`config.mk`:
```
export PLATFORM = sky130hd
export DESIGN_NAME = linear_array_queue_with_search_unit
export DESIGN_NICKNAME = d
export VERILOG_FILES = /design/src/hw/rtl/lasq_pkg.sv /design/src/hw/rtl/lasq_ram.sv /design/src/hw/rtl/lasq_front.sv /design/src/hw/rtl/lasq_cmd_fifo.sv /design/src/hw/rtl/lasq_exec.sv /design/src/hw/rtl/linear_array_queue_with_search_unit.sv
export VERILOG_INCLUDE_DIRS = /design/src /design/src/hw/rtl
export SDC_FILE = /design/constraint.sdc
export NUM_CORES = 1
export LEC_CHECK = 0
export BUFFER_PORTS_ARGS = -buffer_cell sky130_fd_sc_hd__buf_2
export CAP_MARGIN = 15
export CORE_MARGIN = 2
export CORE_UTILIZATION = 61
export DETAILED_ROUTE_END_ITERATION = 8
export MAX_ROUTING_LAYER = met4
export PLACE_DENSITY = 0.79
export SYNTH_ARGS = -nofsm -noshare
export SYNTH_HDL_FRONTEND = slang
export SYNTH_SLANG_ARGS = --single-unit
```
`constraint.sdc`:
```
create_clock -name clk -period 10.6 [get_ports clk]
set_input_delay 0.53 -clock clk [delete_from_list [all_inputs] [get_ports clk]]
set_output_delay 0.53 -clock clk [all_outputs]
set_load 0.01 [all_outputs]
```
`src/hw/rtl/assert_macros.svh`:
```
// ----------------------------------------------------------------------------
// assert_macros.svh
// Assertion macros shared by the RTL; empty when SYNTHESIS is defined.
// ----------------------------------------------------------------------------
`ifndef ASSERT_MACROS_SVH
`define ASSERT_MACROS_SVH

`ifndef SYNTHESIS

// concurrent check, disabled while reset is high
`define LASQ_ASSERT(lbl, clk, rst, prop, msg) \
  lbl: assert property (@(posedge clk) disable iff (rst) prop) else $error(msg);

// concurrent check that also holds during reset
`define LASQ_ASSERT_ALWAYS(lbl, clk, prop, msg) \
  lbl: assert property (@(posedge clk) prop) else $error(msg);

`else

`define LASQ_ASSERT(lbl, clk, rst, prop, msg)
`define LASQ_ASSERT_ALWAYS(lbl, clk, prop, msg)

`endif

`endif

```
`src/hw/rtl/lasq_pkg.sv`:
```
// ----------------------------------------------------------------------------
// lasq_pkg
// Shared types and codes of the linear array queue with search.
// ----------------------------------------------------------------------------
package lasq_pkg;

  localparam int WORD_W  = 32;
  localparam int CMD_W   = 2;
  localparam int STAT_W  = 2;
  localparam int SLOT_W  = 3;
  localparam int QUEUE_D = 2;

  // command codes on the command port
  localparam logic [CMD_W-1:0] CMD_ENQ  = 2'd0;
  localparam logic [CMD_W-1:0] CMD_DEQ  = 2'd1;
  localparam logic [CMD_W-1:0] CMD_SRCH = 2'd2;

  // status codes on the status port
  localparam logic [STAT_W-1:0] ST_OK        = 2'd0;
  localparam logic [STAT_W-1:0] ST_FULL      = 2'd1;
  localparam logic [STAT_W-1:0] ST_EMPTY     = 2'd2;
  localparam logic [STAT_W-1:0] ST_NOT_FOUND = 2'd3;

  // classified operation
  typedef enum logic [1:0] {
    OP_ENQ,
    OP_DEQ,
    OP_SRCH,
    OP_NOP
  } op_t;

  // one queued command
  typedef struct packed {
    op_t                      op;
    logic signed [WORD_W-1:0] word;
  } cmd_t;

  // execution unit states
  typedef enum logic [1:0] {
    EX_IDLE,
    EX_DEQ,
    EX_SRCH
  } ex_state_t;

endpackage

```
`src/hw/rtl/lasq_ram.sv`:
```
// ----------------------------------------------------------------------------
// lasq_ram
// Generic single-write, single-read RAM with registered read data.
// ----------------------------------------------------------------------------
module lasq_ram #(
  parameter int WIDTH = 32,
  parameter int DEPTH = 8
) (
  input  logic                     clk,
  input  logic                     wr_en,
  input  logic [$clog2(DEPTH)-1:0] wr_addr,
  input  logic [WIDTH-1:0]         wr_data,
  input  logic                     rd_en,
  input  logic [$clog2(DEPTH)-1:0] rd_addr,
  output logic [WIDTH-1:0]         rd_data
);

  logic [WIDTH-1:0] mem [DEPTH];

  // write port
  always_ff @(posedge clk) begin
    if (wr_en) begin
      mem[wr_addr] <= wr_data;
    end
  end

  // registered read port
  always_ff @(posedge clk) begin
    if (rd_en) begin
      rd_data <= mem[rd_addr];
    end
  end

endmodule

```
`src/hw/rtl/lasq_front.sv`:
```
// ----------------------------------------------------------------------------
// lasq_front
// Command intake: takes a command beat, decodes it and hands it to the queue.
// ----------------------------------------------------------------------------
module lasq_front (
  input  logic                                 clk,
  input  logic                                 rst,
  input  logic                                 start,
  input  logic [lasq_pkg::CMD_W-1:0]           command,
  input  logic signed [lasq_pkg::WORD_W-1:0]   operand_value,
  input  logic                                 fifo_full,
  output logic                                 busy,
  output logic                                 push,
  output lasq_pkg::cmd_t                       push_data
);

  logic           stage_valid;
  logic           stage_valid_next;
  lasq_pkg::cmd_t stage_item;
  lasq_pkg::op_t  op_dec;
  logic           accept;

  // stall only while a decoded beat waits on a full queue
  assign busy      = stage_valid & fifo_full;
  assign accept    = start & ~busy;
  assign push      = stage_valid & ~fifo_full;
  assign push_data = stage_item;

  // command decode
  always_comb begin
    unique case (command)
      lasq_pkg::CMD_ENQ:  op_dec = lasq_pkg::OP_ENQ;
      lasq_pkg::CMD_DEQ:  op_dec = lasq_pkg::OP_DEQ;
      lasq_pkg::CMD_SRCH: op_dec = lasq_pkg::OP_SRCH;
      default:            op_dec = lasq_pkg::OP_NOP;
    endcase
  end

  // stage occupancy
  always_comb begin
    priority if (accept) begin
      stage_valid_next = 1'b1;
    end else if (push) begin
      stage_valid_next = 1'b0;
    end else begin
      stage_valid_next = stage_valid;
    end
  end

  always_ff @(posedge clk) begin
    if (rst) begin
      stage_valid <= 1'b0;
    end else begin
      stage_valid <= stage_valid_next;
    end
  end

  // stage payload
  always_ff @(posedge clk) begin
    if (accept) begin
      stage_item.op   <= op_dec;
      stage_item.word <= operand_value;
    end
  end

endmodule

```
`src/hw/rtl/lasq_cmd_fifo.sv`:
```
// ----------------------------------------------------------------------------
// lasq_cmd_fifo
// Short command queue between the intake and the execution unit.
// ----------------------------------------------------------------------------
module lasq_cmd_fifo (
  input  logic           clk,
  input  logic           rst,
  input  logic           push,
  input  lasq_pkg::cmd_t push_data,
  input  logic           pop,
  output lasq_pkg::cmd_t pop_data,
  output logic           full,
  output logic           empty
);

  localparam int QD  = lasq_pkg::QUEUE_D;
  localparam int QPW = $clog2(QD);
  localparam int QCW = $clog2(QD + 1);

  lasq_pkg::cmd_t   entries [QD];
  logic [QPW-1:0]   wr_ptr;
  logic [QPW-1:0]   rd_ptr;
  logic [QCW-1:0]   count;
  logic             do_push;
  logic             do_pop;

  assign full     = (count == QCW'(QD));
  assign empty    = (count == '0);
  assign do_push  = push & ~full;
  assign do_pop   = pop & ~empty;
  assign pop_data = entries[rd_ptr];

  // pointers and fill count
  always_ff @(posedge clk) begin
    if (rst) begin
      wr_ptr <= '0;
      rd_ptr <= '0;
      count  <= '0;
    end else begin
      if (do_push) begin
        wr_ptr <= (wr_ptr == QPW'(QD - 1)) ? '0 : wr_ptr + 1'b1;
      end
      if (do_pop) begin
        rd_ptr <= (rd_ptr == QPW'(QD - 1)) ? '0 : rd_ptr + 1'b1;
      end
      if (do_push && !do_pop) begin
        count <= count + 1'b1;
      end else if (do_pop && !do_push) begin
        count <= count - 1'b1;
      end
    end
  end

  // entry storage
  always_ff @(posedge clk) begin
    if (do_push) begin
      entries[wr_ptr] <= push_data;
    end
  end

endmodule

```
`src/hw/rtl/lasq_exec.sv`:
```
// ----------------------------------------------------------------------------
// lasq_exec
// Execution unit: owns head/tail state and the slot RAM, runs each command.
// ----------------------------------------------------------------------------
module lasq_exec #(
  parameter int DEPTH = 8
) (
  input  logic                                 clk,
  input  logic                                 rst,
  input  logic                                 fifo_empty,
  input  lasq_pkg::cmd_t                       pop_data,
  output logic                                 pop,
  output logic                                 done,
  output logic [lasq_pkg::STAT_W-1:0]          status,
  output logic signed [lasq_pkg::WORD_W-1:0]   read_value,
  output logic [lasq_pkg::SLOT_W-1:0]          found_slot
);

  localparam int AW = $clog2(DEPTH);
  localparam int WW = lasq_pkg::WORD_W;
  localparam int SW = lasq_pkg::SLOT_W;
  localparam logic [AW-1:0] LAST = AW'(DEPTH - 1);

  lasq_pkg::ex_state_t state;
  lasq_pkg::ex_state_t state_next;

  logic [AW-1:0]                  head;
  logic [AW-1:0]                  head_next;
  logic [AW-1:0]                  tail;
  logic [AW-1:0]                  tail_next;
  logic                           is_empty;
  logic                           is_empty_next;
  logic [AW-1:0]                  idx;
  logic [AW-1:0]                  idx_next;
  logic signed [WW-1:0]           word;
  logic signed [WW-1:0]           word_next;
  logic                           done_next;
  logic [lasq_pkg::STAT_W-1:0]    status_next;
  logic signed [WW-1:0]           read_value_next;
  logic [SW-1:0]                  found_slot_next;

  logic                           wr_en;
  logic [AW-1:0]                  wr_addr;
  logic [WW-1:0]                  wr_data;
  logic                           rd_en;
  logic [AW-1:0]                  rd_addr;
  logic [WW-1:0]                  rd_data;
  logic                           hit;

  lasq_ram #(
    .WIDTH (WW),
    .DEPTH (DEPTH)
  ) u_slots (
    .clk     (clk),
    .wr_en   (wr_en),
    .wr_addr (wr_addr),
    .wr_data (wr_data),
    .rd_en   (rd_en),
    .rd_addr (rd_addr),
    .rd_data (rd_data)
  );

  // compare of the slot read last cycle
  assign hit = (rd_data == word);

  // next state
  always_comb begin
    state_next = state;
    unique case (state)
      lasq_pkg::EX_IDLE: begin
        if (!fifo_empty && !is_empty) begin
          if (pop_data.op == lasq_pkg::OP_DEQ) begin
            state_next = lasq_pkg::EX_DEQ;
          end else if (pop_data.op == lasq_pkg::OP_SRCH) begin
            state_next = lasq_pkg::EX_SRCH;
          end
        end
      end
      lasq_pkg::EX_DEQ: begin
        state_next = lasq_pkg::EX_IDLE;
      end
      lasq_pkg::EX_SRCH: begin
        if (hit || idx == tail) begin
          state_next = lasq_pkg::EX_IDLE;
        end
      end
      default: begin
        state_next = lasq_pkg::EX_IDLE;
      end
    endcase
  end

  // datapath and result outputs
  always_comb begin
    pop             = 1'b0;
    rd_en           = 1'b0;
    rd_addr         = head;
    wr_en           = 1'b0;
    wr_addr         = tail + 1'b1;
    wr_data         = pop_data.word;
    head_next       = head;
    tail_next       = tail;
    is_empty_next   = is_empty;
    idx_next        = idx;
    word_next       = word;
    done_next       = 1'b0;
    status_next     = status;
    read_value_next = read_value;
    found_slot_next = found_slot;
    unique case (state)
      lasq_pkg::EX_IDLE: begin
        if (!fifo_empty) begin
          pop             = 1'b1;
          word_next       = pop_data.word;
          status_next     = lasq_pkg::ST_OK;
          read_value_next = '0;
          found_slot_next = '0;
          unique case (pop_data.op)
            lasq_pkg::OP_ENQ: begin
              done_next = 1'b1;
              priority if (is_empty) begin
                // first word always lands in slot zero
                wr_en         = 1'b1;
                wr_addr       = '0;
                head_next     = '0;
                tail_next     = '0;
                is_empty_next = 1'b0;
              end else if (tail == LAST) begin
                status_next = lasq_pkg::ST_FULL;
              end else begin
                wr_en     = 1'b1;
                tail_next = tail + 1'b1;
              end
            end
            lasq_pkg::OP_DEQ: begin
              if (is_empty) begin
                done_next   = 1'b1;
                status_next = lasq_pkg::ST_EMPTY;
              end else begin
                rd_en = 1'b1;
              end
            end
            lasq_pkg::OP_SRCH: begin
              if (is_empty) begin
                done_next   = 1'b1;
                status_next = lasq_pkg::ST_EMPTY;
              end else begin
                rd_en    = 1'b1;
                idx_next = head;
              end
            end
            default: begin
              done_next = 1'b1;
            end
          endcase
        end
      end
      lasq_pkg::EX_DEQ: begin
        done_next       = 1'b1;
        read_value_next = rd_data;
        if (head == tail) begin
          // last word out, back to empty
          head_next     = '0;
          tail_next     = '0;
          is_empty_next = 1'b1;
        end else begin
          head_next = head + 1'b1;
        end
      end
      lasq_pkg::EX_SRCH: begin
        priority if (hit) begin
          done_next       = 1'b1;
          found_slot_next = SW'(idx);
        end else if (idx == tail) begin
          done_next   = 1'b1;
          status_next = lasq_pkg::ST_NOT_FOUND;
        end else begin
          idx_next = idx + 1'b1;
          rd_en    = 1'b1;
          rd_addr  = idx + 1'b1;
        end
      end
      default: begin
      end
    endcase
  end

  // control registers
  always_ff @(posedge clk) begin
    if (rst) begin
      state    <= lasq_pkg::EX_IDLE;
      head     <= '0;
      tail     <= '0;
      is_empty <= 1'b1;
      done     <= 1'b0;
    end else begin
      state    <= state_next;
      head     <= head_next;
      tail     <= tail_next;
      is_empty <= is_empty_next;
      done     <= done_next;
    end
  end

  // payload registers
  always_ff @(posedge clk) begin
    idx        <= idx_next;
    word       <= word_next;
    status     <= status_next;
    read_value <= read_value_next;
    found_slot <= found_slot_next;
  end

endmodule

```
`src/hw/rtl/linear_array_queue_with_search_unit.sv`:
```
// ----------------------------------------------------------------------------
// linear_array_queue_with_search_unit
// Linear array queue of signed words with enqueue, dequeue and search.
// ----------------------------------------------------------------------------
// A command beat is taken when start is high and busy is low; each command
// gives exactly one result, shown with done high for one cycle, and the
// receiver must take it then. Commands pass an intake register and a
// two-entry queue, so busy rises only when both are full. The execution unit
// then completes enqueue, an unused command code and any command to an
// empty queue straight from its idle state; a dequeue reads the head slot
// and returns it from the dequeue state; a search looks at up to DEPTH slots
// from head, reading one slot a cycle through the single read port of the
// slot RAM. The slot RAM is never cleared: only slots already written are read.
`include "assert_macros.svh"

module linear_array_queue_with_search_unit #(
  parameter int DEPTH = 8
) (
  input  logic                                 clk,
  input  logic                                 rst,
  input  logic                                 start,
  output logic                                 busy,
  input  logic [lasq_pkg::CMD_W-1:0]           command,
  input  logic signed [lasq_pkg::WORD_W-1:0]   operand_value,
  output logic                                 done,
  output logic [lasq_pkg::STAT_W-1:0]          status,
  output logic signed [lasq_pkg::WORD_W-1:0]   read_value,
  output logic [lasq_pkg::SLOT_W-1:0]          found_slot
);

  logic           push;
  lasq_pkg::cmd_t push_data;
  logic           pop;
  lasq_pkg::cmd_t pop_data;
  logic           fifo_full;
  logic           fifo_empty;

  // command intake and decode
  lasq_front u_front (
    .clk           (clk),
    .rst           (rst),
    .start         (start),
    .command       (command),
    .operand_value (operand_value),
    .fifo_full     (fifo_full),
    .busy          (busy),
    .push          (push),
    .push_data     (push_data)
  );

  // decoupling queue
  lasq_cmd_fifo u_fifo (
    .clk       (clk),
    .rst       (rst),
    .push      (push),
    .push_data (push_data),
    .pop       (pop),
    .pop_data  (pop_data),
    .full      (fifo_full),
    .empty     (fifo_empty)
  );

  // execution unit with slot storage
  lasq_exec #(
    .DEPTH (DEPTH)
  ) u_exec (
    .clk        (clk),
    .rst        (rst),
    .fifo_empty (fifo_empty),
    .pop_data   (pop_data),
    .pop        (pop),
    .done       (done),
    .status     (status),
    .read_value (read_value),
    .found_slot (found_slot)
  );

  // checks
  `LASQ_ASSERT_ALWAYS(a_no_done_after_rst, clk, $past(rst) |-> !done, "done after reset")
  `LASQ_ASSERT(a_busy_needs_full, clk, rst, busy |-> fifo_full, "busy without full queue")
  `LASQ_ASSERT(a_slot_only_on_ok, clk, rst, (done && status != lasq_pkg::ST_OK) |-> (found_slot == '0), "slot on failure")
  `LASQ_ASSERT(a_value_only_on_ok, clk, rst, (done && read_value != '0) |-> (status == lasq_pkg::ST_OK), "value on failure")

endmodule
```
==> reports/results.ini, run 1 <==
[routing]
drt_first_pass_iters = 6
wl_per_cell_um = 25.7
vias = 11600
drtIter0Drc = 1519
viasPerCell = 6.67
wirelength_um = 44700
drtAntennaViolNets = 0
route.detailed.drc = 0

[synth]
syn_area_um2 = 19500
synth-edff-count = 462
ys_warn_count = 0
synth.net_count = 1292
async_flop_share_pct = 0
ys_seq_area_share_pct = 72.8
synth-main-ff-cell = edfxtp_1
synthCells = 1246
synth_top_area_cell = edfxtp_1
synthTopCellsByArea = edfxtp_1 71%, o211a_1 3.3%, nand3_1 2.5%
ys_types = 53
synth_area_per_cell_um2 = 15.6
synth_top_area_share_pct = 71.2
ys_ff_latch = 478

[critical_path]
startpoint_type = flop
worstSetupEndpoint = u_exec.u_slots.rd_data[10]
critical_path_required_ps = 10910
cp_slowest_cell = nand2_2
crit_type = flop to flop
critPathCaptureType = flop
critPathMaxFanout = 38
cp.arrival_ps = 4480
reg2reg_depth = 9
crit_top_cell = buf_4
crit_start = u_exec.idx[0]
rr_startpoint = u_exec.idx[0]
r2r_slack_ps = 6430
r2r_end = u_exec.u_slots.rd_data[10]
cp_slowest_stage_delay_ps = 810
crit_chain = buf_4 > xor2_1 > nor3_1 > a31oi_4 > nand2_2 > mux2i_4 > buf_4 > a32oi_1 > o211a_1

[sta]
slew_headroom_pct = 23.1
rsz0062_at_grt = no
tns_ps = 0
finClkSkew_ps = 21.6
slew_violations = 0
tightest_slew_ps = 1150
post-route-period-util_pct = 39.4
min_period_ps = 4170
final-setup-viol-count = 0
hold_viol = 0
max_freq_mhz = 240

[global_route]
antenna_found_initial = 0
grt_overflow_total = 0
grt_pass1_wl_um = 68100
grt_use_total_pct = 28.1
grt_pass1_vias = 11600
grtUsageMet2_pct = 44.3
grt_max_degree = 77
grt_busiest_layer = met2
met3_usage_pct = 4.13
grtUsageMet1_pct = 37.0

[die]
ios = 76
die_y_um = 183
start_util_pct = 61.9
die_area_um2 = 33400
fp-row-count = 65
fp.dieW_um = 183
coreArea_um2 = 31500

[final_layout]
layout_common_cells = 462 x edfxtp_1, 99 x nand3_1, 81 x nand2_1, 75 x buf_2, 64 x o211a_1
synthToLayoutAreaGrowth_pct = 11.4
final_nets = 1352
final_util_pct = 68.9
multi_input_area_um2 = 4950
fillers = 2007
drive_gt1_share_pct = 19.4
seqCellArea_um2 = 14200
layout_commonest_cell = edfxtp_1
diodes = 0
design_area_um2 = 21700

[clocking]
cts_repair_resize_count = 0
cts_setup_buffers = 0
hold_buffers = 0
clk_pin_slew_ps = 60
cts_tree = done
worstSkewPairLatency_ps = 560
ctsHtreeMaxLevel = 2
cts_inserted_buffers = 46
root_buffer = clkbuf_16
cts_buffer_depth = 3
clock-sinks = 478

[placement]
portBuffers = 75
hpwl_um = 24600
place.gp.congestion = 0.839
dpl_cell_area_um2 = 20200

[pwr]
peakVddDrop_mv = 0.156
leakage_nw = 7.36
total_power_mw = 4.65
power_density_nw_per_um2 = 214

[hold_path]
holdCritPathClass = input port to flop

[outcome]
status = finished, final reports clean

[job]
drv_cap = 0

## how the worst min path moves through the flow
stage	startpoint	end	slack (ps)	cells after the start
6_report	operand_value[18]	u_front.push_data[18]	140	1
5_1_grt	operand_value[30]	u_front.push_data[30]	130	1
4_1_cts	operand_value[21]	u_front.push_data[21]	130	1
3_5_place_dp	u_front.push_data[12]	u_fifo.entries[0][12]	430	0
3_3_place_gp	u_front.push_data[8]	u_fifo.entries[0][8]	420	0
2_1_floorplan	u_front.push_data[0]	u_fifo.entries[0][0]	420	0
## state kept, by name, indices dropped and copies added (netlist names), 2 cells and up, named ones only
signal and cells:
u_exec.found_slot 3, u_exec.head 3, u_exec.idx 3, u_exec.read_value 32, u_exec.state 2, u_exec.status 2
u_exec.tail 3, u_exec.u_slots.mem 256, u_exec.u_slots.rd_data 32, u_exec.word 32, u_fifo.count 2, u_fifo.entries 68
u_front.push_data 34
## routing by layer
layer / share of wire [%] / vias to the layer above
met2: 48 / 735
met4: 4.1 / 0
met1: 39 / 5753
met5: 0 / -
li1: - / 4997
met3: 8.9 / 141
## power by group
part	internal (mW)	leakage, nW	total (mW)	switching, mW
clock network	0.875	0.704	1.55	0.679
registers	2.39	4.38	2.46	0.0675
logic	0.219	2.27	0.635	0.416
## through the flow
stage,instances,hold slack (ps),setup slack (ps)
after floorplan,1246,421,5990
after global placement,1659,422,6600
after detailed placement,1659,431,6530
after CTS,1742,126,6470
after global routing,1743,127,6280
final,1743,142,6430
## synth_stat cells (all sizes together), types with 2 or more instances
cell type,count
mux2,64
nand2,83
nand4,8
a311oi,32
clkbuf,44
clkinv,2
inv,6
a32oi,32
o211a,64
nor3,6
ha,9
nor2b,6
xor2,10
nand3,100
nor2,36
buf,45
a21oi,14
edfxtp,462
a211oi,33
mux2i,3
and2,34
nand2b,12
o21ai,76
a31oi,2
dfxtp,16
xnor2,34
## worst max-delay path: cells and delay by family, from the launching register on
family / cells / cell delay (ps)
AND/OR/NAND/NOR: 2 / 1390
buffers and inverters: 2 / 830
AO/OA/AOI/OAI: 3 / 450
XOR/XNOR: 1 / 130
flip-flops: 1 / 320
multiplexers: 1 / 770
## final cells by class
class | instances | share of cell area [%]
clock buffers | 63 | 5.93
clock inverters | 20 | 0.669
inverters | 8 | 0.138
multi-input cells | 671 | 22.8
flip-flops and latches | 478 | 65.4
well taps | 402 | 2.32
repair buffers | 101 | 2.72
## logic make-up after synthesis
logic type                 synth area share (%)
adders and majority gates                 0.578
and+or+nand+nor                            7.50
buffers and inverters                      2.41
AOI/OAI and AO/OA                          10.2
DFF                                        72.8
muxes                                      4.43
xor gates and xnor gates                   1.98
(Power assumes the default switching activity.)
==> run 2: changes to the inputs <==
--- a/config.mk
+++ b/config.mk
@@ -6,6 +6,7 @@
 export SDC_FILE = /design/constraint.sdc
 export NUM_CORES = 1
 export LEC_CHECK = 0
+export ABC_AREA = 1
 export BUFFER_PORTS_ARGS = -buffer_cell sky130_fd_sc_hd__buf_2
 export CAP_MARGIN = 15
 export CORE_MARGIN = 2
==> constraint.sdc (replaced) <==
create_clock -name clk -period 3.9 [get_ports clk]
set_input_delay 0.195 -clock clk [delete_from_list [all_inputs] [get_ports clk]]
set_output_delay 0.195 -clock clk [all_outputs]
set_load 0.01 [all_outputs]
==> reports/results.ini, run 2 <==
[outcome]
status = finished, final reports clean

[critical_path]
r2r_slack_ps = 870
r2r_end = u_exec.u_slots.rd_data[12]
critical_path_required_ps = 4310
critPathMaxFanout = 64
startpoint_type = flop
rr_startpoint = u_exec.u_slots.rd_data[4]
reg2reg_depth = 14
crit_type = flop to flop
critPathCaptureType = flop
cp.arrival_ps = 3440

[pwr]
peakVddDrop_mv = 0.476
p_int_mw = 9.85
power_switching_mw = 3.67
power_density_nw_per_um2 = 601
seqPwrFrac_pct = 51.4
leakage_nw = 9.38
p_sw_share_pct = 27.2
p_comb_share_pct = 17.5
pwr-share-clk_pct = 31.1

[clocking]
ctsHtreeMaxLevel = 2
worstSkewPairLatency_ps = 550
cts_buffer_depth = 3
cts_inserted_buffers = 47
clk_pin_slew_ps = 60
cts_tree = done
hold_buffers = 37
clock-sinks = 478
root_buffer = clkbuf_16
cts_setup_buffers = 0
cts_repair_resize_count = 0

[final_layout]
drive_gt1_share_pct = 12.1
regMostFlops = u_exec.u_slots.mem
synthToLayoutAreaGrowth_pct = 12.5
diodes = 0
layout_commonest_cell = edfxtp_1
final_nets = 1875
layout_common_cells = 462 x edfxtp_1, 363 x nand2_1, 328 x inv_1, 261 x nand3_1, 75 x buf_2
final_util_pct = 69.4
largest_register_ffs = 256

[routing]
drtAntennaViolNets = 0
viasPerCell = 5.40
drtIter0Drc = 1437
top_layer_used = met4
route.detailed.drc = 0
wirelength_um = 41100
wl_per_cell_um = 17.8
drt_first_pass_iters = 5
wl_met2_um = 20100
vias = 12500
met1_length_um = 16200
wl_met3_um = 3610

[die]
fp-row-count = 66
coreArea_um2 = 32400
ios = 76
die_y_um = 185
fp.dieW_um = 185
start_util_pct = 61.7
die_area_um2 = 34200

[synth]
synth_top_area_cell = edfxtp_1
async_flop_share_pct = 0
ys_types = 36
ys_seq_area_share_pct = 71.0
synthTopCellsByArea = edfxtp_1 69%, nand2_1 6.8%, nand3_1 6.5%
yosys-top-cells-count = 462 x edfxtp_1, 364 x nand2_1, 328 x inv_1
synth.net_count = 1764
synthCells = 1718
syn_area_um2 = 20000
synth-edff-count = 462
ys_warn_count = 0
synth-main-ff-cell = edfxtp_1
yosysMostFrequentCell = edfxtp_1
ys_ff_latch = 478
synth_top_area_share_pct = 69.4
synth_area_per_cell_um2 = 11.6

[sta]
finClkSkew_ps = 15.8
post-route-period-util_pct = 77.6
hold_viol = 0
slew_headroom_pct = 27.0
tightest_slew_ps = 1090
slew_violations = 0
tns_ps = 0
final-setup-viol-count = 0
min_period_ps = 3030
rsz0062_at_grt = no
max_freq_mhz = 330

[placement]
hpwl_um = 21700
place.gp.congestion = 0.901
portBuffers = 75

[global_route]
antenna_found_initial = 0
grt_pass1_vias = 12400
grt_max_degree = 129
grt_overflow_total = 0
grt_use_total_pct = 25.7
grt_pass1_wl_um = 64900

[hold_path]
whs_path_depth = 2
hold_start = command[1]
holdCritPathClass = input port to flop
min_to = u_front.push_data[33]

[job]
drv_cap = 0

-- run 2: changes by cell type after synthesis, moves of 49 or more --
| cell | previous run | this run |
|---|---|---|
| nand3_1 | 99 | 261 |
| nand2_1 | 81 | 364 |
| o211a_1 | 64 | 0 |
| o21ai_0 | 62 | 13 |
| inv_1 | 6 | 328 |
-- run 2: per-layer routing --
layer	vias to the layer above	global-route usage (%)
li1	5839	-
met1	5879	33.3
met2	622	41.9
met3	112	3.78
met4	0	9.17
met5	-	-
-- run 2: worst max-delay path, stage by stage (launching register included) --
cell,delay [ps]
edfxtp_1,450
xnor2_1,270
nand2_1,80
nor2_1,130
nand2_1,80
nor2_2,230
nand2_2,170
nand2_2,140
nand2_1,70
nand2_2,80
buf_4,670
nand3_1,190
nand2_1,120
nand2_1,60
nand2_1,110
-- run 2: power groups by stage --
stage	combinational [mW]	clock, mW	sequential [mW]
after floorplan	1.43	0	7.09
after global placement	2.23	0	7.02
after detailed placement	2.30	0	7.04
after CTS	2.36	4.25	6.94
after global routing	2.60	4.47	7.00
final	2.37	4.20	6.94
-- run 2: per-stage QoR --
| step | hold slack [ps] | worst slack [ps] | instance area (um^2) | total power [mW] | cells |
|---|---|---|---|---|---|
| after floorplan | 264 | 363 | 20000 | 8.52 | 1718 |
| after CTS | 334 | 921 | 22500 | 13.5 | 2304 |
| after global routing | 338 | 662 | 22500 | 14.1 | 2305 |
| final | 357 | 874 | 22500 | 13.5 | 2305 |
| after detailed placement | 373 | 1020 | 20700 | 9.34 | 2184 |
| after global placement | 371 | 1080 | 20700 | 9.25 | 2184 |
-- run 2: worst max-delay path by stage --
stage | startpoint | end | slack [ps] | cells past startpoint
3_5_place_dp | u_exec.u_slots.rd_data[4] | u_exec.u_slots.rd_data[10] | 1020 | 14
5_1_grt | u_exec.u_slots.rd_data[4] | u_exec.u_slots.rd_data[12] | 660 | 14
3_3_place_gp | u_exec.u_slots.rd_data[4] | u_exec.u_slots.rd_data[7] | 1080 | 14
4_1_cts | u_exec.u_slots.rd_data[4] | u_exec.u_slots.rd_data[12] | 920 | 14
6_report | u_exec.u_slots.rd_data[4] | u_exec.u_slots.rd_data[12] | 870 | 14
2_1_floorplan | flop | u_exec.u_slots.mem[3][0] | 360 | 10
-- run 2: final cells by class --
class                      count  area, um^2
tap                          442         553
clock buffer                  56        1210
multi-input combinational    826        4070
fill                        2228        9890
timing repair buffer         134         973
clock inverter                27         200
sequential                   478       14200
inverter                     342        1280
-- run 2: cells by family after synthesis --
group / share of synthesized area [%]
xor+xnor: 1.27
buf+inv: 8.89
mux: 1.80
flops: 71.0
fa+ha+maj: 0.563
simple gates: 15.4
compound gates: 1.06
==> run 3: changes to the inputs <==
--- a/config.mk
+++ b/config.mk
@@ -10,10 +10,10 @@
 export BUFFER_PORTS_ARGS = -buffer_cell sky130_fd_sc_hd__buf_2
 export CAP_MARGIN = 15
 export CORE_MARGIN = 2
-export CORE_UTILIZATION = 61
+export CORE_UTILIZATION = 56
 export DETAILED_ROUTE_END_ITERATION = 8
 export MAX_ROUTING_LAYER = met4
-export PLACE_DENSITY = 0.79
+export PLACE_DENSITY = 0.76
 export SYNTH_ARGS = -nofsm -noshare
 export SYNTH_HDL_FRONTEND = slang
 export SYNTH_SLANG_ARGS = --single-unit
==> constraint.sdc (replaced) <==
create_clock -name clk -period 2.5 [get_ports clk]
set_input_delay 0.125 -clock clk [delete_from_list [all_inputs] [get_ports clk]]
set_output_delay 0.125 -clock clk [all_outputs]
set_load 0.01 [all_outputs]
==> reports/results.ini, run 3 (synthesis gave the netlist of run 2 again) <==
[critical_path]
critPathCaptureType = flop
cp.arrival_ps = 2820
critPathMaxFanout = 15
reg2reg_depth = 16
critical_path_required_ps = 2800
crit_type = flop to flop
startpoint_type = flop

[sta]
final-setup-viol-count = 2
fin_ws_ps = -16.5
slew_violations = 0
post-route-period-util_pct = 101
tightest_slew_ps = 502
slew_headroom_pct = 66.5
rsz0062_at_grt = yes
hold_viol = 0
max_freq_mhz = 397
min_period_ps = 2520
finClkSkew_ps = 20.9

[die]
start_util_pct = 56.5
coreArea_um2 = 35400
fp-row-count = 69
die_area_um2 = 37200
die_y_um = 193
ios = 76
fp.dieW_um = 193

[final_layout]
largest_register_ffs = 256
multi_input_area_um2 = 4160
seqCellArea_um2 = 14200
regMostFlops = u_exec.u_slots.mem
final_nets = 1920
design_area_um2 = 23400
fillers = 2478
layout_common_cells = 462 x edfxtp_1, 360 x nand2_1, 325 x inv_1, 261 x nand3_1, 75 x buf_2
layout_commonest_cell = edfxtp_1
diodes = 0
drive_gt1_share_pct = 15.1
synthToLayoutAreaGrowth_pct = 16.9
final_util_pct = 66.0

[routing]
drtIter0Drc = 1276
wl_per_cell_um = 18.4
wirelength_um = 43700
drt_first_pass_iters = 5
vias = 12700
viasPerCell = 5.36
drtAntennaViolNets = 0
route.detailed.drc = 0

[global_route]
antenna_found_initial = 0
grt_max_degree = 129
grt_use_total_pct = 23.7
grt_pass1_wl_um = 64600
grt_overflow_total = 0
grt_pass1_vias = 12200

[clocking]
clk_pin_slew_ps = 70
ctsHtreeMaxLevel = 2
clock-sinks = 478
cts_tree = done
worstSkewPairLatency_ps = 560
root_buffer = clkbuf_16
cts_buffer_depth = 3
cts_inserted_buffers = 47

[pwr]
leakage_nw = 9.74
peakVddDrop_mv = 0.672
power_density_nw_per_um2 = 921

[hold_path]
holdCritPathClass = input port to flop
whs_path_depth = 2

[job]
drv_cap = 0

[outcome]
status = complete, but fails checks
violations = setup timing

[placement]
dpl_cell_area_um2 = 21200
hpwl_um = 24000
place.gp.congestion = 0.861
portBuffers = 75

## run 3: area by class of cell
| cell class | count | share of cell area (%) |
|---|---|---|
| clock buffers | 57 | 5.20 |
| clock inverters | 28 | 1.02 |
| inverters | 342 | 5.53 |
| multi-input cells | 826 | 17.8 |
| flip-flops and latches | 478 | 60.8 |
| well taps | 461 | 2.47 |
| repair buffers | 179 | 7.20 |
## run 3: worst max-delay path, stage by stage, from the launching register on
cell and delay (ps):
edfxtp_1 430, xnor2_1 190, nand2_1 90, nor2_2 180, nand2_2 100, nor2_4 180
nand2_4 100, nand2_2 80, nand2_4 100, nand2_8 120, buf_6 140, buf_12 150
nand2_1 60, nand3_1 80, nand2_1 70, nand2_1 90, nand2_1 70
## run 3: final timing paths
kind | startpoint | end | slack [ps]
max | u_exec.u_slots.rd_data[11] | u_exec.u_slots.rd_data[4] | -20
max reg2reg | u_exec.u_slots.rd_data[11] | u_exec.u_slots.rd_data[4] | -20
min reg2reg | u_front.push_data[11] | u_fifo.entries[1][11] | 440
min | operand_value[29] | u_front.push_data[29] | 270
## run 3: metrics by stage
stage	instances	total power, mW	TNS [ps]	hold slack, ps	setup WS (ps)
floorplan	1718	13.3	-8580	194	-73.8
global placement	2228	14.6	0	302	74.4
detailed placement	2228	14.8	0	303	16.3
CTS	2350	21.5	-35.2	254	-15.2
global route	2371	22.4	-1020	274	-79.4
finish	2371	21.5	-20.6	272	-16.5
## run 3: routing by layer
| metal | up-vias | GRT usage, % | wire length [um] |
|---|---|---|---|
| met5 | - | - | 0 |
| met4 | 0 | 8.45 | 1450 |
| met3 | 115 | 3.31 | 3800 |
| met2 | 599 | 39.1 | 21300 |
| met1 | 6036 | 30.3 | 17100 |
| li1 | 5949 | - | - |
## run 3: timing repair
item / in CTS / in global routing
buffers inserted: 0 / 15
pin swaps: 0 / 10
endpoints found under the hold margin: 40 / 0
gates resized for setup: 3 / 22
gates cloned: 1 / 6
hold buffers: 36 / 0
setup endpoints to repair: 22 / 56
## run 3: where the power goes
group          internal, mW  total, mW  switching (mW)
Combinational          1.31       4.00            2.69
Clock                  3.86       6.70            2.84
Sequential             10.5       10.8           0.347
